**config.mk**
```make
export PLATFORM = sky130hd
export DESIGN_NAME = cscan_disk_scheduler_top_flat
export DESIGN_NICKNAME = d
export VERILOG_FILES = /design/src/rtl/cscan_pkg.sv /design/src/rtl/cscan_if.sv /design/src/rtl/cscan_disk_scheduler_top.sv /design/src/rtl/cscan_ram.sv /design/src/rtl/cscan_datapath.sv /design/src/rtl/cscan_ctrl.sv /design/src/flat_wrapper.sv
export SDC_FILE = /design/constraint.sdc
export NUM_CORES = 2
export LEC_CHECK = 0
export ABC_AREA = 1
export BUFFER_PORTS_ARGS = -buffer_cell sky130_fd_sc_hd__buf_4
export CAP_MARGIN = 0
export CELL_PAD_IN_SITES_DETAIL_PLACEMENT = 0
export CELL_PAD_IN_SITES_GLOBAL_PLACEMENT = 1
export CORE_MARGIN = 4
export CORE_UTILIZATION = 53
export CTS_CLUSTER_SIZE = 14
export DETAILED_ROUTE_END_ITERATION = 16
export GPL_ROUTABILITY_DRIVEN = 0
export GPL_TIMING_DRIVEN = 0
export HOLD_SLACK_MARGIN = 0.05
export PLACE_DENSITY_LB_ADDON = 0.1
export SETUP_SLACK_MARGIN = 0.5
export SLEW_MARGIN = 20
export SYNTH_ARGS = -nofsm -noshare
export SYNTH_HDL_FRONTEND = slang
export SYNTH_SLANG_ARGS = --single-unit
```
**constraint.sdc**
```tcl
create_clock -name clk -period 9.4 [get_ports clk]
set_clock_uncertainty 0.2 [all_clocks]
set_input_delay 0.47 -clock clk [delete_from_list [all_inputs] [get_ports clk]]
set_output_delay 0.47 -clock clk [all_outputs]
set_load 0.03 [all_outputs]
```
**src/rtl/cscan_pkg.sv**
```systemverilog
// ----------------------------------------------------------------------------
// cscan_pkg
// Shared types and constants for the circular-scan disk scheduler.
// ----------------------------------------------------------------------------
package cscan_pkg;

  localparam int MAX_REQUESTS = 32;
  localparam int CYL_W        = 16;
  localparam int SEEK_W       = 17;
  localparam int CNT_W        = $clog2(MAX_REQUESTS + 1);
  localparam int IDX_W        = (MAX_REQUESTS > 1) ? $clog2(MAX_REQUESTS) : 1;
  localparam logic [CYL_W-1:0] MAX_CYL_RESET = CYL_W'(199);

  localparam logic MODE_ADD   = 1'b0;
  localparam logic MODE_START = 1'b1;

  typedef enum logic [3:0] {
    ST_IDLE,
    ST_SORT_RD,
    ST_SORT_CMP,
    ST_SCAN,
    ST_SEEK,
    ST_DIV,
    ST_EMIT_RD,
    ST_EMIT
  } state_t;

  // emission phases
  typedef enum logic [2:0] {
    PH_HEAD,
    PH_EQ,
    PH_SIDE1,
    PH_END1,
    PH_END2,
    PH_SIDE2
  } phase_t;

  typedef struct packed {
    logic load;        // store incoming request
    logic clear;       // drop count and overflow
    logic sort_init;   // reset sort and scan pointers and bounds
    logic sort_rd;     // read sorted entries
    logic sort_step;   // one compare/shift step
    logic scan_step;   // one scan step over sorted list
    logic div_init;
    logic div_step;
    logic emit_adv;    // result taken, advance
  } cmd_t;

  typedef struct packed {
    logic sort_done;
    logic sort_ins;    // insertion point found
    logic scan_done;
    logic div_done;
    logic emit_last;
  } sts_t;

endpackage

```
**src/rtl/cscan_if.sv**
```systemverilog
// ----------------------------------------------------------------------------
// cscan_if
// Valid/ready channels: request input, result output, configuration write.
// ----------------------------------------------------------------------------
interface cscan_in_if;
  import cscan_pkg::*;
  logic             valid;
  logic             ready;
  logic             mode;
  logic [CYL_W-1:0] cylinder;
  modport source (output valid, mode, cylinder, input ready);
  modport sink   (input valid, mode, cylinder, output ready);
endinterface

interface cscan_out_if;
  import cscan_pkg::*;
  logic              valid;
  logic              ready;
  logic [CYL_W-1:0]  position;
  logic              last;
  logic [SEEK_W-1:0] total_seek;
  logic [SEEK_W-1:0] average_seek;
  logic              no_requests;
  logic              overflow;
  modport source (output valid, position, last, total_seek, average_seek,
                  no_requests, overflow, input ready);
  modport sink   (input valid, position, last, total_seek, average_seek,
                  no_requests, overflow, output ready);
endinterface

interface cscan_cfg_if;
  import cscan_pkg::*;
  logic             valid;
  logic             ready;
  logic [CYL_W-1:0] data;
  modport source (output valid, data, input ready);
  modport sink   (input valid, data, output ready);
endinterface

```
**src/rtl/cscan_disk_scheduler_top.sv**
```systemverilog
// Sequence: a start request insertion-sorts the stored requests (ST_SORT_RD,
// ST_SORT_CMP), scans the sorted list (ST_SCAN), computes the seek (ST_SEEK)
// and divides (ST_DIV); each result is read (ST_EMIT_RD) before it is valid.
// Throughput: one add request per cycle while idle; results wait on out_ready.
// Reset: synchronous active-low rst_n clears request count, overflow and FSM;
// max_cylinder resets to 199.
// ----------------------------------------------------------------------------
// cscan_disk_scheduler_top
// Circular-scan disk scheduler: request store, sorter and result stream.
// ----------------------------------------------------------------------------
module cscan_disk_scheduler_top import cscan_pkg::*; (
  input logic        clk,
  input logic        rst_n,
  cscan_in_if.sink   in_ch,
  cscan_out_if.source out_ch,
  cscan_cfg_if.sink  cfg_ch
);

  logic [CYL_W-1:0] max_cyl_r;
  cmd_t cmd;
  sts_t sts;
  logic start_take, last_c;
  logic [SEEK_W-1:0] ts, av;
  logic nr, ov;

  assign cfg_ch.ready = 1'b1;
  always_ff @(posedge clk) begin
    if (!rst_n) begin
      max_cyl_r <= MAX_CYL_RESET;
    end else if (cfg_ch.valid && cfg_ch.ready) begin
      max_cyl_r <= cfg_ch.data;
    end
  end

  cscan_ctrl u_ctrl (
    .clk, .rst_n, .in_valid(in_ch.valid), .in_mode(in_ch.mode),
    .in_ready(in_ch.ready), .out_valid(out_ch.valid), .out_ready(out_ch.ready),
    .out_last(last_c), .start_take, .cmd, .sts
  );

  cscan_datapath u_dp (
    .clk, .rst_n, .cmd, .sts, .in_cylinder(in_ch.cylinder), .max_cyl(max_cyl_r),
    .start_cyl(in_ch.cylinder), .start_take, .position(out_ch.position),
    .total_seek(ts), .average_seek(av), .no_requests(nr), .overflow(ov)
  );

  assign out_ch.last         = last_c;
  assign out_ch.total_seek   = last_c ? ts : '0;
  assign out_ch.average_seek = last_c ? av : '0;
  assign out_ch.no_requests  = last_c ? nr : 1'b0;
  assign out_ch.overflow     = last_c ? ov : 1'b0;

endmodule

```
**src/rtl/cscan_ram.sv**
```systemverilog
// ----------------------------------------------------------------------------
// cscan_ram
// Generic single-port-write, single-port-read RAM with registered read.
// ----------------------------------------------------------------------------
module cscan_ram #(
  parameter int WIDTH = 16,
  parameter int DEPTH = 32
) (
  input  logic                     clk,
  input  logic                     we,
  input  logic [$clog2(DEPTH)-1:0] waddr,
  input  logic [WIDTH-1:0]         wdata,
  input  logic [$clog2(DEPTH)-1:0] raddr,
  output logic [WIDTH-1:0]         rdata
);

  logic [WIDTH-1:0] mem [DEPTH];

  always_ff @(posedge clk) begin
    if (we) begin
      mem[waddr] <= wdata;
    end
    rdata <= mem[raddr];
  end

endmodule

```
**src/rtl/cscan_datapath.sv**
```systemverilog
// ----------------------------------------------------------------------------
// cscan_datapath
// Request store, insertion sort in RAM, scan bounds, seek and divider.
// ----------------------------------------------------------------------------
module cscan_datapath import cscan_pkg::*; (
  input  logic              clk,
  input  logic              rst_n,
  input  cmd_t              cmd,
  output sts_t              sts,
  input  logic [CYL_W-1:0]  in_cylinder,
  input  logic [CYL_W-1:0]  max_cyl,
  input  logic [CYL_W-1:0]  start_cyl,
  input  logic              start_take,
  output logic [CYL_W-1:0]  position,
  output logic [SEEK_W-1:0] total_seek,
  output logic [SEEK_W-1:0] average_seek,
  output logic              no_requests,
  output logic              overflow
);

  // raw store and sorted store
  logic [CNT_W-1:0]  count_r, count_nxt;
  logic              ovf_r, ovf_nxt;
  logic              raw_we;
  logic [IDX_W-1:0]  raw_raddr;
  logic [CYL_W-1:0]  raw_rdata;
  logic              srt_we;
  logic [IDX_W-1:0]  srt_waddr, srt_raddr;
  logic [CYL_W-1:0]  srt_wdata, srt_rdata;

  // sort pointers: i = item being inserted, j = slot
  logic [CNT_W-1:0]  si_r, si_nxt, sj_r, sj_nxt;
  logic [CYL_W-1:0]  v_r, v_nxt;
  logic [CYL_W-1:0]  head_r, head_nxt;

  // scan results
  logic [CNT_W-1:0]  sk_r, sk_nxt, sk_pend_r, sk_pend_nxt;
  logic              sk_vld_r, sk_vld_nxt;
  logic [CNT_W-1:0]  lo_r, lo_nxt, eq_r, eq_nxt;
  logic [CYL_W-1:0]  low_nb_r, low_nb_nxt, hi_nb_r, hi_nb_nxt;
  logic              hi_seen_r, hi_seen_nxt;
  logic              left_r, left_nxt;

  // divider
  logic [SEEK_W-1:0] seek_r, seek_nxt, quo_r, quo_nxt;
  logic [SEEK_W:0]   rem_r, rem_nxt;
  logic [4:0]        dbit_r, dbit_nxt;

  // emission
  phase_t            ph_r, ph_nxt;
  logic [CNT_W-1:0]  ep_r, ep_nxt;

  logic [CNT_W-1:0]  n;
  logic [CYL_W-1:0]  clamp_in, cmp_val, higher_c;
  logic [SEEK_W:0]   rem_sh;
  logic              left_c, sort_ins_c, emit_mem_c, emit_last_c;
  logic              eq_ne, s1_ne, s2_ne, side_down;
  logic [CNT_W-1:0]  s1_first, s2_first, ph_stop, ep_step;

  assign n        = count_r;
  assign raw_we   = cmd.load && (count_r < CNT_W'(MAX_REQUESTS));
  assign clamp_in = (raw_rdata > max_cyl) ? max_cyl : raw_rdata;
  assign cmp_val  = (sj_r == si_r) ? clamp_in : v_r;
  assign sort_ins_c = (sj_r == '0) || !(srt_rdata > cmp_val);

  cscan_ram #(.WIDTH(CYL_W), .DEPTH(MAX_REQUESTS)) u_raw (
    .clk, .we(raw_we), .waddr(count_r[IDX_W-1:0]), .wdata(in_cylinder),
    .raddr(raw_raddr), .rdata(raw_rdata)
  );

  cscan_ram #(.WIDTH(CYL_W), .DEPTH(MAX_REQUESTS)) u_srt (
    .clk, .we(srt_we), .waddr(srt_waddr), .wdata(srt_wdata),
    .raddr(srt_raddr), .rdata(srt_rdata)
  );

  assign rem_sh = {rem_r[SEEK_W-1:0], seek_r[dbit_r]};

  assign higher_c = hi_seen_r ? hi_nb_r : max_cyl;
  assign left_c   = (lo_r != '0) && ((head_r - low_nb_r) < (higher_c - head_r));

  assign eq_ne     = (eq_r != lo_r);
  assign s1_ne     = left_r ? (lo_r != '0) : (eq_r != n);
  assign s2_ne     = left_r ? (n != eq_r) : (lo_r != '0);
  assign s1_first  = left_r ? (lo_r - CNT_W'(1)) : eq_r;
  assign s2_first  = left_r ? (n - CNT_W'(1)) : '0;
  assign side_down = left_r && (ph_r == PH_SIDE1 || ph_r == PH_SIDE2);
  assign ep_step   = side_down ? (ep_r - CNT_W'(1)) : (ep_r + CNT_W'(1));
  assign emit_mem_c = (ph_r == PH_EQ || ph_r == PH_SIDE1 || ph_r == PH_SIDE2);

  always_comb begin
    ph_stop = '0;
    unique case (ph_r)
      PH_EQ:    ph_stop = eq_r - CNT_W'(1);
      PH_SIDE1: ph_stop = left_r ? '0 : (n - CNT_W'(1));
      PH_SIDE2: ph_stop = left_r ? eq_r : (lo_r - CNT_W'(1));
      default:  ph_stop = '0;
    endcase
  end

  assign emit_last_c = (ph_r == PH_SIDE2 && ep_r == ph_stop) ||
                       (ph_r == PH_END2 && !s2_ne);

  always_comb begin
    sts.sort_done = (si_r == count_r);
    sts.sort_ins  = sort_ins_c;
    sts.scan_done = (sk_r == count_r);
    sts.div_done  = (dbit_r == '0);
    sts.emit_last = emit_last_c;
  end

  always_comb begin
    count_nxt   = count_r;
    ovf_nxt     = ovf_r;
    si_nxt      = si_r;
    sj_nxt      = sj_r;
    v_nxt       = v_r;
    head_nxt    = head_r;
    sk_nxt      = sk_r;
    sk_pend_nxt = sk_pend_r;
    sk_vld_nxt  = 1'b0;
    lo_nxt      = lo_r;
    eq_nxt      = eq_r;
    low_nb_nxt  = low_nb_r;
    hi_nb_nxt   = hi_nb_r;
    hi_seen_nxt = hi_seen_r;
    left_nxt    = left_r;
    seek_nxt    = seek_r;
    quo_nxt     = quo_r;
    rem_nxt     = rem_r;
    dbit_nxt    = dbit_r;
    ph_nxt      = ph_r;
    ep_nxt      = ep_r;
    srt_we      = 1'b0;
    srt_waddr   = sj_r[IDX_W-1:0];
    srt_wdata   = v_r;
    raw_raddr   = si_r[IDX_W-1:0];
    srt_raddr   = ep_r[IDX_W-1:0];

    if (cmd.load) begin
      if (count_r < CNT_W'(MAX_REQUESTS)) begin
        count_nxt = count_r + CNT_W'(1);
      end else begin
        ovf_nxt = 1'b1;
      end
    end

    if (start_take) begin
      head_nxt = (start_cyl > max_cyl) ? max_cyl : start_cyl;
    end

    if (cmd.sort_init) begin
      si_nxt      = '0;
      sk_nxt      = '0;
      lo_nxt      = '0;
      eq_nxt      = '0;
      hi_seen_nxt = 1'b0;
    end

    if (cmd.sort_rd) begin
      sj_nxt    = si_r;
      srt_raddr = IDX_W'(si_r - CNT_W'(1));
    end

    if (cmd.sort_step) begin
      if (sj_r == si_r) begin
        v_nxt = clamp_in;
      end
      srt_we = 1'b1;
      if (sort_ins_c) begin
        srt_wdata = cmp_val;
        si_nxt    = si_r + CNT_W'(1);
      end else begin
        srt_wdata = srt_rdata;
        sj_nxt    = sj_r - CNT_W'(1);
        srt_raddr = IDX_W'(sj_r - CNT_W'(2));
      end
    end

    if (cmd.scan_step && (sk_r != count_r)) begin
      srt_raddr   = sk_r[IDX_W-1:0];
      sk_vld_nxt  = 1'b1;
      sk_pend_nxt = sk_r;
      sk_nxt      = sk_r + CNT_W'(1);
    end

    if (sk_vld_r) begin
      if (srt_rdata < head_r) begin
        lo_nxt     = sk_pend_r + CNT_W'(1);
        eq_nxt     = sk_pend_r + CNT_W'(1);
        low_nb_nxt = srt_rdata;
      end else if (srt_rdata == head_r) begin
        eq_nxt = sk_pend_r + CNT_W'(1);
      end else if (!hi_seen_r) begin
        hi_seen_nxt = 1'b1;
        hi_nb_nxt   = srt_rdata;
      end
    end

    // seek and restoring divider, one quotient bit per cycle
    if (cmd.div_init) begin
      left_nxt = left_c;
      if (left_c) begin
        seek_nxt = SEEK_W'(head_r) +
                   (hi_seen_r ? SEEK_W'(max_cyl - hi_nb_r) : '0);
      end else begin
        seek_nxt = SEEK_W'(max_cyl - head_r) +
                   ((lo_r != '0) ? SEEK_W'(low_nb_r) : '0);
      end
      rem_nxt  = '0;
      quo_nxt  = '0;
      dbit_nxt = 5'(SEEK_W - 1);
      ph_nxt   = PH_HEAD;
      ep_nxt   = '0;
    end
    if (cmd.div_step) begin
      if (rem_sh >= (SEEK_W+1)'(count_r)) begin
        rem_nxt = rem_sh - (SEEK_W+1)'(count_r);
        quo_nxt = {quo_r[SEEK_W-2:0], 1'b1};
      end else begin
        rem_nxt = rem_sh;
        quo_nxt = {quo_r[SEEK_W-2:0], 1'b0};
      end
      dbit_nxt = dbit_r - 5'd1;
    end

    if (cmd.emit_adv) begin
      if (emit_mem_c && ep_r != ph_stop) begin
        ep_nxt = ep_step;
      end else begin
        unique case (ph_r)
          PH_HEAD: begin
            if (eq_ne) begin
              ph_nxt = PH_EQ;
              ep_nxt = lo_r;
            end else if (s1_ne) begin
              ph_nxt = PH_SIDE1;
              ep_nxt = s1_first;
            end else begin
              ph_nxt = PH_END1;
            end
          end
          PH_EQ: begin
            if (s1_ne) begin
              ph_nxt = PH_SIDE1;
              ep_nxt = s1_first;
            end else begin
              ph_nxt = PH_END1;
            end
          end
          PH_SIDE1: ph_nxt = PH_END1;
          PH_END1:  ph_nxt = PH_END2;
          PH_END2: begin
            ph_nxt = PH_SIDE2;
            ep_nxt = s2_first;
          end
          default:  ph_nxt = ph_r;
        endcase
      end
    end

    if (cmd.clear) begin
      count_nxt = '0;
      ovf_nxt   = 1'b0;
    end
  end

  always_comb begin
    unique case (ph_r)
      PH_HEAD:  position = head_r;
      PH_END1:  position = left_r ? '0 : max_cyl;
      PH_END2:  position = left_r ? max_cyl : '0;
      default:  position = srt_rdata;
    endcase
  end

  always_ff @(posedge clk) begin
    if (!rst_n) begin
      count_r  <= '0;
      ovf_r    <= 1'b0;
      sk_vld_r <= 1'b0;
      ph_r     <= PH_HEAD;
    end else begin
      count_r  <= count_nxt;
      ovf_r    <= ovf_nxt;
      sk_vld_r <= sk_vld_nxt;
      ph_r     <= ph_nxt;
    end
    si_r      <= si_nxt;
    sj_r      <= sj_nxt;
    v_r       <= v_nxt;
    head_r    <= head_nxt;
    sk_r      <= sk_nxt;
    sk_pend_r <= sk_pend_nxt;
    lo_r      <= lo_nxt;
    eq_r      <= eq_nxt;
    low_nb_r  <= low_nb_nxt;
    hi_nb_r   <= hi_nb_nxt;
    hi_seen_r <= hi_seen_nxt;
    left_r    <= left_nxt;
    seek_r    <= seek_nxt;
    quo_r     <= quo_nxt;
    rem_r     <= rem_nxt;
    dbit_r    <= dbit_nxt;
    ep_r      <= ep_nxt;
  end

  assign total_seek   = seek_r;
  assign average_seek = (n == '0) ? '0 : quo_r;
  assign no_requests  = (n == '0);
  assign overflow     = ovf_r;

endmodule

```
**src/rtl/cscan_ctrl.sv**
```systemverilog
// ----------------------------------------------------------------------------
// cscan_ctrl
// Controller: load, sort, scan, divide and emit sequencing.
// ----------------------------------------------------------------------------
module cscan_ctrl import cscan_pkg::*; (
  input  logic clk,
  input  logic rst_n,
  input  logic in_valid,
  input  logic in_mode,
  output logic in_ready,
  output logic out_valid,
  input  logic out_ready,
  output logic out_last,
  output logic start_take,
  output cmd_t cmd,
  input  sts_t sts
);

  state_t state_r, state_nxt;

  always_ff @(posedge clk) begin
    if (!rst_n) begin
      state_r <= ST_IDLE;
    end else begin
      state_r <= state_nxt;
    end
  end

  always_comb begin
    state_nxt  = state_r;
    cmd        = '0;
    in_ready   = 1'b0;
    out_valid  = 1'b0;
    out_last   = 1'b0;
    start_take = 1'b0;
    unique case (state_r)
      ST_IDLE: begin
        in_ready = 1'b1;
        if (in_valid && in_mode == MODE_ADD) begin
          cmd.load = 1'b1;
        end else if (in_valid) begin
          start_take    = 1'b1;
          cmd.sort_init = 1'b1;
          state_nxt     = ST_SORT_RD;
        end
      end
      ST_SORT_RD: begin
        if (sts.sort_done) begin
          state_nxt = ST_SCAN;
        end else begin
          cmd.sort_rd = 1'b1;
          state_nxt   = ST_SORT_CMP;
        end
      end
      ST_SORT_CMP: begin
        cmd.sort_step = 1'b1;
        state_nxt = sts.sort_ins ? ST_SORT_RD : ST_SORT_CMP;
      end
      ST_SCAN: begin
        cmd.scan_step = 1'b1;
        if (sts.scan_done) begin
          state_nxt = ST_SEEK;
        end
      end
      ST_SEEK: begin
        cmd.div_init = 1'b1;
        state_nxt    = ST_DIV;
      end
      ST_DIV: begin
        cmd.div_step = 1'b1;
        if (sts.div_done) begin
          state_nxt = ST_EMIT_RD;
        end
      end
      ST_EMIT_RD: begin
        state_nxt = ST_EMIT;
      end
      ST_EMIT: begin
        out_valid = 1'b1;
        out_last  = sts.emit_last;
        if (out_ready) begin
          cmd.emit_adv = 1'b1;
          if (sts.emit_last) begin
            cmd.clear = 1'b1;
            state_nxt = ST_IDLE;
          end else begin
            state_nxt = ST_EMIT_RD;
          end
        end
      end
      default: state_nxt = ST_IDLE;
    endcase
  end

endmodule

```
**src/flat_wrapper.sv**
```systemverilog
// flat-port wrapper written by rule: the top's interface ports become plain ports
module cscan_disk_scheduler_top_flat import cscan_pkg::*;
  (clk, rst_n, in_ch_valid, in_ch_mode, in_ch_cylinder, in_ch_ready, out_ch_valid, out_ch_position, out_ch_last, out_ch_total_seek, out_ch_average_seek, out_ch_no_requests, out_ch_overflow, out_ch_ready, cfg_ch_valid, cfg_ch_data, cfg_ch_ready);
  cscan_in_if in_ch_i ();
  cscan_out_if out_ch_i ();
  cscan_cfg_if cfg_ch_i ();
  input logic clk;
  input logic rst_n;
  input wire logic [$bits(in_ch_i.valid)-1:0] in_ch_valid;
  input wire logic [$bits(in_ch_i.mode)-1:0] in_ch_mode;
  input wire logic [$bits(in_ch_i.cylinder)-1:0] in_ch_cylinder;
  output wire logic [$bits(in_ch_i.ready)-1:0] in_ch_ready;
  output wire logic [$bits(out_ch_i.valid)-1:0] out_ch_valid;
  output wire logic [$bits(out_ch_i.position)-1:0] out_ch_position;
  output wire logic [$bits(out_ch_i.last)-1:0] out_ch_last;
  output wire logic [$bits(out_ch_i.total_seek)-1:0] out_ch_total_seek;
  output wire logic [$bits(out_ch_i.average_seek)-1:0] out_ch_average_seek;
  output wire logic [$bits(out_ch_i.no_requests)-1:0] out_ch_no_requests;
  output wire logic [$bits(out_ch_i.overflow)-1:0] out_ch_overflow;
  input wire logic [$bits(out_ch_i.ready)-1:0] out_ch_ready;
  input wire logic [$bits(cfg_ch_i.valid)-1:0] cfg_ch_valid;
  input wire logic [$bits(cfg_ch_i.data)-1:0] cfg_ch_data;
  output wire logic [$bits(cfg_ch_i.ready)-1:0] cfg_ch_ready;
  assign in_ch_i.valid = in_ch_valid;
  assign in_ch_i.mode = in_ch_mode;
  assign in_ch_i.cylinder = in_ch_cylinder;
  assign in_ch_ready = in_ch_i.ready;
  assign out_ch_valid = out_ch_i.valid;
  assign out_ch_position = out_ch_i.position;
  assign out_ch_last = out_ch_i.last;
  assign out_ch_total_seek = out_ch_i.total_seek;
  assign out_ch_average_seek = out_ch_i.average_seek;
  assign out_ch_no_requests = out_ch_i.no_requests;
  assign out_ch_overflow = out_ch_i.overflow;
  assign out_ch_i.ready = out_ch_ready;
  assign cfg_ch_i.valid = cfg_ch_valid;
  assign cfg_ch_i.data = cfg_ch_data;
  assign cfg_ch_ready = cfg_ch_i.ready;
  cscan_disk_scheduler_top u_core (.clk(clk), .rst_n(rst_n), .in_ch(in_ch_i), .out_ch(out_ch_i), .cfg_ch(cfg_ch_i));
endmodule
```
==> results.toml <==
[timing]
maxSlewViolCount = 0
fin_crit_ns = 6.82
setup_viol = 0
rsz0062_at_grt = "false"
tightest_slew_ns = 1.05
fin_crit_sh_pct = 72.5
fin_ws_ns = 2.58
hold_slack_ns = 0.117
setup_tns_ns = 0
finalHoldViolCount = 0
max_clock_freq_mhz = 147
slew_headroom_pct = 29.9

[status]
status = "finished clean"

[job]
max_cap_viol_count = 0

[yosys]
synth-seq-cells = 1250
synth_area_per_cell_sq_um = 10.2
synthesis.area_sq_mm = 0.0599
muxShareOfSynthArea_pct = 0.0167
synth_xor_area_share_pct = 1.43
synthCells = 5853
synth-edff-count = 1157
ys_seq_area_share_pct = 61.1
synth_top_family_by_area = "simple AND/OR/NAND/NOR gates"
synth_compound_area_share_pct = 8.93
synth-adder-area-share_pct = 4.64
ys.warnings.count = 0
synth_simple_gate_area_share_pct = 17.5
synth_fp_nets = 6100
synth_ff_type = "edfxtp_1"
synth_cell_type_count = 55
synthArstFlopShare_pct = 0

[grt]
antenna_found_initial = 5
grt_pass1_vias = 42705
grt_pass1_wl_mm = 275
grt_max_degree = 35
grtUsageTotal_pct = 31.5
gr-total-overflow = 0

[critical_path]
crit_family = "simple AND/OR/NAND/NOR gates"
worst-path-buf-inv = 6
rrSetupSlack_ns = 2.58
rr_startpoint = "u_core.max_cyl_r[1]$_SDFFE_PN1P_"
crit_slowest_cell = "clkbuf_1"
rr_worst_depth = 32
critPathCapture = "u_core.u_dp.u_srt.rdata[11]$_DFF_P_"
path_max_fanout = 10
critical_path_class = "reg -> reg"
critical_path_depth = 32
cpPeakStageDelay_ns = 0.65
endpoint_kind = "flop"
critPathMostFrequentCell = "nand2_1"
cp-start-kind = "flop"
required_ns = 9.83
crit_path_start = "u_core.max_cyl_r[1]$_SDFFE_PN1P_"
r2r-end = "u_core.u_dp.u_srt.rdata[11]$_DFF_P_"
cp.arrival_ns = 7.25

[die]
die_w_um = 344
start_util_pct = 53.3
fp.dieH_um = 344
io_pins = 94
die_area_sq_mm = 0.119
coreArea_sq_mm = 0.112
core.rowCount = 123

[detailed_routing]
wire_per_inst_um = 24.1
drt-total-wl_mm = 189
via_count = 45990
dr.pass1.iters = 7
drc = 0
ant_nets = 0
vias_per_cell = 5.86
drtIter0Drc = 5698

[clock_tree]
htree_levels = 4
post_cts_buffers = 0
clock_latency_ns = 0.77
cts-root-buf = "clkbuf_16"
ctsResizeCount = 0
clkTransAtPathRegs_ns = 0.07
tritoncts = "built"
cts_buffer_depth = 3
cts-hold-fix-buffers = 43
cts_buffers = 135
clkSinkCount = 1250

[placement]
io_buffers = 92
dp_slack_ns = 2.76
dp.final_hpwl_mm = 137

[power_and_ir_drop]
powerDensity_mw_per_mm2 = 340
peakVddDrop_v = 0.000191
p_leak_nw = 27.0

[min_path]
hold_start = "cfg_ch_valid"
holdCritPathClass = "in -> reg"

[finish]
drive_gt1_share_pct = 10.1
area_delta_synth_final_pct = 14.6
fin_nets = 6482
==> sequential cells by signal (all words and copies together) (netlist names), 16 cells and up <==
| register | flops |
|---|---|
| u_core.u_dp.u_raw.mem | 512 |
| u_core.u_dp.u_srt.mem | 512 |
| u_core.u_dp.quo_r | 17 |
| u_core.u_dp.rem_r | 17 |
| u_core.u_dp.total_seek | 17 |
| u_core.max_cyl_r | 16 |
| u_core.u_dp.head_r | 16 |
| u_core.u_dp.hi_nb_r | 16 |
| u_core.u_dp.low_nb_r | 16 |
| u_core.u_dp.u_raw.rdata | 16 |
| u_core.u_dp.u_srt.rdata | 16 |
| u_core.u_dp.v_r | 16 |
==> layer usage <==
metal / track usage [%] / wire length (um) / vias up
li1: - / - / 21148
met1: 45.5 / 78400 / 21991
met2: 47.9 / 83800 / 2474
met3: 5.93 / 20000 / 377
met4: 11.6 / 7310 / 0
met5: 0 / 0 / -
==> layout by cell type (no fill, tap or decap), types with 137 or more instances in the layout <==
master,count
edfxtp_1,1157
nand2_1,1010
nand3_1,670
inv_1,620
o21ai_0,461
nor2_1,457
a21oi_1,201
buf_4,187
ha_1,187
clkbuf_1,185
clkbuf_16,137
==> synth_stat cells (88+ instances only) <==
| cell | count | area share, % |
|---|---|---|
| clkbuf_1 | 156 | 0.98 |
| a21oi_1 | 201 | 1.7 |
| buf_2 | 99 | 0.83 |
| o22ai_1 | 88 | 0.92 |
| nand2_1 | 1011 | 6.3 |
| o21ai_0 | 461 | 3.9 |
| edfxtp_1 | 1157 | 58 |
| dfxtp_1 | 93 | 3.1 |
| ha_1 | 187 | 3.9 |
| nor2_1 | 522 | 3.3 |
| inv_1 | 620 | 3.9 |
| nand3_1 | 673 | 5.6 |
==> worst min-delay path by stage <==
stage	to	slack, ns	cells past startpoint
after floorplan	u_core.u_dp.overflow$_SDFFE_PP0P_	0.23	2
after global placement	u_core.u_dp.overflow$_SDFFE_PP0P_	0.28	2
after detailed placement	u_core.u_dp.overflow$_SDFFE_PP0P_	0.29	2
after CTS	u_core.max_cyl_r[3]$_SDFFE_PN0P_	0.06	4
after global routing	u_core.max_cyl_r[3]$_SDFFE_PN0P_	0.09	4
final	u_core.max_cyl_r[2]$_SDFFE_PN1P_	0.12	3
==> worst reg2reg max path, delay by kind of cell, from the launching register on <==
family,cells,cell delay (ns)
simple gates,17,2.41
compound gates,7,0.80
fa+ha+maj,2,0.68
flops,1,0.55
buf+inv,6,2.06
==> logic make-up (layout without fill, tap and decap cells) <==
| family | Yosys count | in the layout |
|---|---|---|
| xor gates and xnor gates | 98 | 98 |
| buffers and inverters | 942 | 1435 |
| muxes | 1 | 1 |
| adders and majority gates | 209 | 209 |
| DFF | 1250 | 1250 |
| AOI/OAI and AO/OA | 939 | 939 |
| and+or+nand+nor | 2413 | 2413 |
| other | 1 | 2 |
==> through the flow <==
step | total power [mW] | util [%] | instance area (sq um) | cells
floorplan | 13.6 | - | 59900 | 5853
global placement | 17.5 | 55.6 | 62500 | 7445
detailed placement | 17.8 | 56.8 | 63900 | 7555
CTS | 23.1 | 61.1 | 68700 | 7846
global route | 24.5 | 61.1 | 68700 | 7846
finish | 23.4 | 61.1 | 68700 | 7847
==> report_power, final <==
group / switching, mW / internal, mW
sequential: 0.355 / 7.00
combinational: 7.58 / 3.12
clock: 2.26 / 3.05
total: 10.2 / 13.2
==> final cells by class <==
cell class | count | area (sq um)
repair buffers | 245 | 2240
inverters | 637 | 2390
diodes | 1 | 2.50
multi-input cells | 3661 | 19700
clock inverters | 80 | 833
fillers | 9321 | 43700
flip-flops and latches | 1250 | 36600
well taps | 1500 | 1880
clock buffers | 168 | 3560
plain buffers | 305 | 1440
Note: power is estimated with default switching activity, not from simulation.
